`src/hdl/timed_mask_event_sequencer_assert.svh`:
```
// assertion macros shared by the sequencer modules
// no dependencies
`ifndef TIMED_MASK_EVENT_SEQUENCER_ASSERT_SVH
`define TIMED_MASK_EVENT_SEQUENCER_ASSERT_SVH

// implication checked on every clock edge outside reset
`define TMES_ASSERT_IMP(label, clk, rst_n, ante, cons, msg) \
	label: assert property (@(posedge clk) disable iff (!rst_n) (ante) |-> (cons)) \
		else $error(msg);

// next-cycle implication checked outside reset
`define TMES_ASSERT_NXT(label, clk, rst_n, ante, cons, msg) \
	label: assert property (@(posedge clk) disable iff (!rst_n) (ante) |=> (cons)) \
		else $error(msg);

`endif

```
`src/hdl/tmes_pkg.sv`:
```
// shared types and codes for the timed mask event sequencer
// no dependencies
package tmes_pkg;

	localparam int unsigned QueueSlotsDef = 8;
	localparam int unsigned MaxEventsDef = 32;

	localparam logic [2:0] OP_HEADER = 3'd0;
	localparam logic [2:0] OP_EVENT = 3'd1;
	localparam logic [2:0] OP_TICK = 3'd2;
	localparam logic [2:0] OP_RETIRE = 3'd3;
	localparam logic [2:0] OP_HALT = 3'd4;

	localparam logic [1:0] ST_OK = 2'd0;
	localparam logic [1:0] ST_FULL = 2'd1;
	localparam logic [1:0] ST_TYPE = 2'd2;
	localparam logic [1:0] ST_DROP = 2'd3;

	typedef enum logic [3:0] {
		S_IDLE,
		S_DECODE,
		S_SLOT_RD,
		S_SLOT_CHK,
		S_EV_RD,
		S_EV_CHK,
		S_EV_NEXT,
		S_SLOT_NEXT,
		S_DONE
	} ctrl_state_t;

	// controller to datapath
	typedef struct packed {
		logic capture;
		logic exec_simple;
		logic slot_first;
		logic slot_rd;
		logic slot_next;
		logic ev_first;
		logic ev_rd;
		logic ev_next;
		logic ev_hit;
		logic finish;
	} dp_cmd_t;

	// datapath to controller
	typedef struct packed {
		logic is_tick;
		logic playing;
		logic slot_match;
		logic slots_done;
		logic ev_done;
		logic ev_bracket;
	} dp_stat_t;

endpackage

```
`src/hdl/tmes_ctrl.sv`:
```
// sequencing controller for the timed mask event sequencer
// depends on tmes_pkg and the assertion header
`include "timed_mask_event_sequencer_assert.svh"
module tmes_ctrl
	import tmes_pkg::*;
(
	input  logic     clk,
	input  logic     arst_n,
	input  logic     in_fire,
	input  logic     out_busy,
	input  dp_stat_t stat,
	output dp_cmd_t  cmd,
	output logic     idle
);

	ctrl_state_t state_q, state_d;

	always_ff @(posedge clk or negedge arst_n) begin
		if (!arst_n) begin
			state_q <= S_IDLE;
		end else begin
			state_q <= state_d;
		end
	end

	always_comb begin
		state_d = state_q;
		case (state_q)
			S_IDLE: begin
				if (in_fire) state_d = S_DECODE;
			end
			S_DECODE: begin
				if (stat.is_tick && stat.playing) state_d = S_SLOT_RD;
				else state_d = S_DONE;
			end
			S_SLOT_RD: state_d = S_SLOT_CHK;
			S_SLOT_CHK: begin
				if (stat.slot_match) state_d = S_EV_RD;
				else state_d = S_SLOT_NEXT;
			end
			S_SLOT_NEXT: begin
				if (stat.slots_done) state_d = S_DONE;
				else state_d = S_SLOT_RD;
			end
			S_EV_RD: begin
				if (stat.ev_done) state_d = S_DONE;
				else state_d = S_EV_CHK;
			end
			S_EV_CHK: begin
				if (stat.ev_bracket) state_d = S_DONE;
				else state_d = S_EV_NEXT;
			end
			S_EV_NEXT: state_d = S_EV_RD;
			S_DONE: begin
				if (!out_busy) state_d = S_IDLE;
			end
			default: state_d = S_IDLE;
		endcase
	end

	always_comb begin
		cmd = '0;
		idle = 1'b0;
		case (state_q)
			S_IDLE: begin
				idle = 1'b1;
				cmd.capture = in_fire;
			end
			S_DECODE: begin
				cmd.exec_simple = !stat.is_tick;
				cmd.slot_first = 1'b1;
			end
			S_SLOT_RD: cmd.slot_rd = 1'b1;
			S_SLOT_CHK: cmd.ev_first = 1'b1;
			S_SLOT_NEXT: cmd.slot_next = 1'b1;
			S_EV_RD: cmd.ev_rd = 1'b1;
			S_EV_CHK: cmd.ev_hit = stat.ev_bracket;
			S_EV_NEXT: cmd.ev_next = 1'b1;
			S_DONE: cmd.finish = !out_busy;
			default: cmd = '0;
		endcase
	end

	`TMES_ASSERT_IMP(a_capture_idle, clk, arst_n, cmd.capture, state_q == S_IDLE, "capture outside idle")
	`TMES_ASSERT_NXT(a_capture_decode, clk, arst_n, cmd.capture, state_q == S_DECODE, "capture not followed by decode")
	`TMES_ASSERT_IMP(a_finish_done, clk, arst_n, cmd.finish, state_q == S_DONE, "finish outside done")

endmodule

```
`config.mk`:
```
export PLATFORM = sky130hd
export DESIGN_NAME = tmes_ctrl
export DESIGN_NICKNAME = d
export VERILOG_FILES = /design/src/hdl/tmes_pkg.sv /design/src/hdl/tmes_ctrl.sv
export VERILOG_INCLUDE_DIRS = /design/src /design/src/hdl
export SDC_FILE = /design/constraint.sdc
export NUM_CORES = 1
export LEC_CHECK = 0
export BUFFER_PORTS_ARGS = -buffer_cell sky130_fd_sc_hd__buf_2
export CAP_MARGIN = 20
export CELL_PAD_IN_SITES_DETAIL_PLACEMENT = 0
export CELL_PAD_IN_SITES_GLOBAL_PLACEMENT = 2
export CORE_MARGIN = 8
export CORE_UTILIZATION = 25
export DETAILED_ROUTE_END_ITERATION = 8
export GPL_TIMING_DRIVEN = 0
export HOLD_SLACK_MARGIN = 0.03
export PLACE_DENSITY_LB_ADDON = 0.1
export REMOVE_ABC_BUFFERS = 1
export SLEW_MARGIN = 20
export SYNTH_ARGS = -nofsm -noshare
export SYNTH_HDL_FRONTEND = slang
export SYNTH_SLANG_ARGS = --single-unit
export TNS_END_PERCENT = 30
```
`constraint.sdc`:
```
create_clock -name clk -period 1.75 [get_ports clk]
set_input_delay 0.2625 -clock clk [delete_from_list [all_inputs] [get_ports clk]]
set_output_delay 0.2625 -clock clk [all_outputs]
set_load 0.02 [all_outputs]
```
Yosys cells after proc, flatten, opt, wreduce, memory -nomap -nowiden. Cells that the tools add are included.

Reduce and logical (&&, ||, !) cells: 5. Muxes and demuxes: 18. Equal/unequal tests: 10.

Operator list (number): 4-bit case mux with 9 select lines (1); 4-bit 2-to-1 mux (6); 4-bit by 3-bit == test with 1-bit output, second input constant (4); 1-bit 2-to-1 mux (9); 4-bit by 2-bit == test with 1-bit output, second input constant (2); 4-bit by 1-bit == test with 1-bit output, second input constant (1); 4-bit == test, second input constant (1); 4-bit logical NOT (1); 2-bit 2-to-1 mux (2); 2-bit != test, second input constant (2); 1-bit logical NOT (2); 2-bit AND reduction (1); 1-bit logical AND (1).

Logic and storage cells: 34. Input port bits: 10. Register bits: 4. Output and inout port bits: 11.

Depth between registers and ports, before layout.
Depth in word-level cells: 3. Mapped depth: 4. Mapped depth without buffers: 3.

Worst setup path before layout. No wires, ideal clock.

Path kind: register to output. Start: reg state_q[2]. End: out cmd[9] (netlist name). Data arrival time: 1472 ps. Buffers on the path: 1. Slack: 15 ps. Data required time: 1487 ps. Stages on the path, launching flop included: 4. Cell sequence: dfrtp_1 buf_6 nor3_1 and2_1.

RTL lines: start: declaration (line tmes_ctrl.sv:16) `ctrl_state_t state_q, state_d;`; start signal: assignment (line tmes_ctrl.sv:22) `state_q <= state_d;`; end: declaration (line tmes_ctrl.sv:12) `output dp_cmd_t cmd,`.

==> results.cfg <==
[route]
iteration_count_of_the_initial_detailed_routing_pass = 2
vias = 436
route.detailed.drc = 0
drt-vias-per-instance = 4.589
first_iter_violations = 9
post_drt_antenna_nets = 0
total_wire_length_after_detailed_routing_um = 1213
drt-wirelength-per-cell_um = 12.77

[layout]
layout-drive-gt1-share_pct = 56.41
area_growth_syn_to_layout_pct = 48.96
reg_top3 = state_q: 4 flops
registers.top_by_ff_count = state_q
nets = 90
antenna-diode-count = 0
largest_register_ff_count = 4

[sta]
post_route_setup_slack_ns = 0.06387
finalWorstPathRequiredPeriod_ns = 1.686
final.setup_skew_ns = 0.005189
timing.final.max_slew_violations = 0
hold_viol = 0
number_of_setup_violations_in_the_final_report = 0
worst_hold_slack_ns = 0.2841
period_share_pct = 96.35
worst_pin_slew_ns = 0.2643
achievable-frequency_ghz = 0.5931
timing.max_slew.rel_slack_pct = 82.31
grt_setup_unrepaired = true
tns_ns = 0

[worst_setup_path]
critical-path-max-stage-delay_ns = 0.49
path_max_fanout = 11
critPathArrivalTime_ns = 1.42
start_kind = flip-flop
r2r-end = state_q[3]
worst-r2r-cell-count = 4
slowest_stage_cell_on_the_critical_path = sky130_fd_sc_hd__dfrtp_2
cp_data_required_time_ns = 1.49
reg2reg_setup_slack_ns = 0.45
cp-end-kind = output port
critical_path.reg2reg.startpoint = state_q[2]
cp_cell_sequence = or2_4 -> nor3_2 -> and2_1 -> buf_2
timing_worst_setup_path_type = flip-flop to output port

[grt]
gr-usage-met3_pct = 3.104
grt-ovfl-total = 0
gr-usage-met2_pct = 10.54
global_route_hottest_layer = met2
grt_pass1_wl_um = 1883
number_of_global_route_vias_before_repair = 429
grt_util_met1_pct = 8.824
grtUsageTotal_pct = 7.031
grt_antenna_before_repair = 0
grt_start_max_net_pins = 18

[power_and_ir_drop]
cellPowerDensity_mw_per_mm2 = 1672
ir_worst_vdd_v = 0.0005265
leakage_nw = 0.3142

[logic_synthesis]
synthDominantAreaCellType = sky130_fd_sc_hd__dfrtp_1
cell_types_with_the_largest_area_share_after_synthesis = sky130_fd_sc_hd__dfrtp_1 24%, sky130_fd_sc_hd__nor3_1 8.3%, sky130_fd_sc_hd__buf_6 8.0%
syn-instance-count = 49
ys_seq_area_share_pct = 23.74
synth_flop_cell = sky130_fd_sc_hd__dfrtp_1
distinct_cell_type_count_of_the_synthesized_netlist = 27
synth.cell_area_um2 = 421.7
syn_avg_cell_area_um2 = 8.605
synth_edf_count = 0
async_reset_ff_share_pct = 100.0
postSynthRegisterBits = 4
yosys.area.top_type_share_pct = 23.74
ys.warnings.count = 0

[place]
gp_congestion = 0.6742
place_ws_ns = 0.1473
numPortBuffers = 20
dp_hpwl_um = 859.9

[floorplan]
dieArea_mm2 = 0.003257
die_height_um = 57.07
fp-row-count = 15
die_width_um = 57.07
initial_utilization_pct = 25.53
ioPinCount = 21
core_area_mm2 = 0.001652

[outcome]
outcome = completed

[clock_tree]
clockRootBuffer = sky130_fd_sc_hd__clkbuf_4
cts.path.max_buffers = 2
worst_skew_pair.late_latency_ns = 0.24
clock_tree.htree_level_count = 1
tritoncts_clock_tree = yes
total_clock_buffers_created_by_cts = 3
clock-sinks = 4
clkSlewWorstSetupHoldPaths_ns = 0.04

[worst_hold_path]
min_from = stat[2]
worstHoldPathCells = 2
holdPathEnd = state_q[1]
holdCritPathClass = input port to flip-flop

[run]
maxCapViolations = 0
[worst max-delay path by stage]
stage / startpoint / end
detailed placement: state_q[1] / cmd[9]
floorplan: state_q[1] / cmd[9]
global placement: state_q[1] / cmd[9]
CTS: state_q[3] / cmd[8]
finish: state_q[1] / cmd[9]
global route: state_q[1] / cmd[9]
[cell usage in the layout (no fill, tap or decap), types with 2 or more instances in the layout]
master,n
sky130_fd_sc_hd__dfrtp_2,3
sky130_fd_sc_hd__nand2_1,4
sky130_fd_sc_hd__buf_4,10
sky130_fd_sc_hd__and2b_1,2
sky130_fd_sc_hd__clkbuf_4,3
sky130_fd_sc_hd__nor4b_2,2
sky130_fd_sc_hd__a21oi_1,2
sky130_fd_sc_hd__inv_1,2
sky130_fd_sc_hd__nand2b_1,2
sky130_fd_sc_hd__nor3_1,6
sky130_fd_sc_hd__a32oi_1,2
sky130_fd_sc_hd__buf_2,19
sky130_fd_sc_hd__nand3_1,2
sky130_fd_sc_hd__nor2_1,2
[cells in the mapped netlist, drive strengths merged, types with 2 or more instances]
library cell and instances:
nor2 2, a21oi 2, buf 4, nand2b 2
and2b 2, nor4b 3, nand2 4, a32oi 2
inv 2, nand3 2, dfrtp 4, nor3 7
nor2b 2
[metal layers]
metal  vias to the layer above  wire [µm]
li1                        234          -
met1                       190        605
met2                        12        542
met3                         0         65
met4                         0          0
met5                         -          0
[timing repair]
action / in CTS / in global routing
resized for setup: 6 / 4
pin swaps: 1 / 1
setup endpoints to repair: 6 / 4
hold buffers: 1 / 0
endpoints found under the hold margin: 4 / 0
buffers inserted: 0 / 9
[kinds of logic (layout without fill, tap and decap cells)]
logic type / count (synthesis) / count (layout) / synth area share, %
AND/OR/NAND/NOR: 29 / 29 / 45.10
XOR/XNOR: 1 / 1 / 3.859
AO/OA/AOI/OAI: 8 / 8 / 13.06
multiplexers: 1 / 1 / 2.670
buffers and inverters: 6 / 35 / 11.57
flip-flops: 4 / 4 / 23.74
[power by group]
| part | internal (mW) | leakage (nW) | switching [mW] | total (mW) |
|---|---|---|---|---|
| Sequential | 0.143 | 0.0463 | 0.107 | 0.250 |
| Combinational | 0.358 | 0.254 | 0.326 | 0.685 |
| Clock | 0.0768 | 0.0138 | 0.0387 | 0.115 |
| Total | 0.578 | 0.314 | 0.472 | 1.05 |
[worst max-delay path, delay by kind of cell, from the launching register on]
| kind | cells | cell delay, ns |
|---|---|---|
| buffers and inverters | 1 | 0.16 |
| AND/OR/NAND/NOR | 3 | 0.55 |
| flip-flops | 1 | 0.49 |
[layout make-up]
type	count	area, µm²
Fill cell	188	1023
Clock buffer	3	22.52
Sequential cell	4	107.6
Multi-Input combinational cell	39	289.0
Inverter	2	7.507
Timing Repair Buffer	30	180.2
Tap cell	17	21.27
[through the flow]
stage | std cells | util [%] | total power [mW] | instance area (µm²)
5_1_grt | 95 | 38.03 | 1.139 | 628.1
4_1_cts | 86 | 33.41 | 0.9117 | 551.8
2_1_floorplan | 45 | - | 0.5972 | 380.4
3_3_place_gp | 82 | 30.38 | 0.7694 | 501.7
6_report | 95 | 38.03 | 1.050 | 628.1
3_5_place_dp | 82 | 30.38 | 0.7540 | 501.7
(Power assumes the default switching activity.)
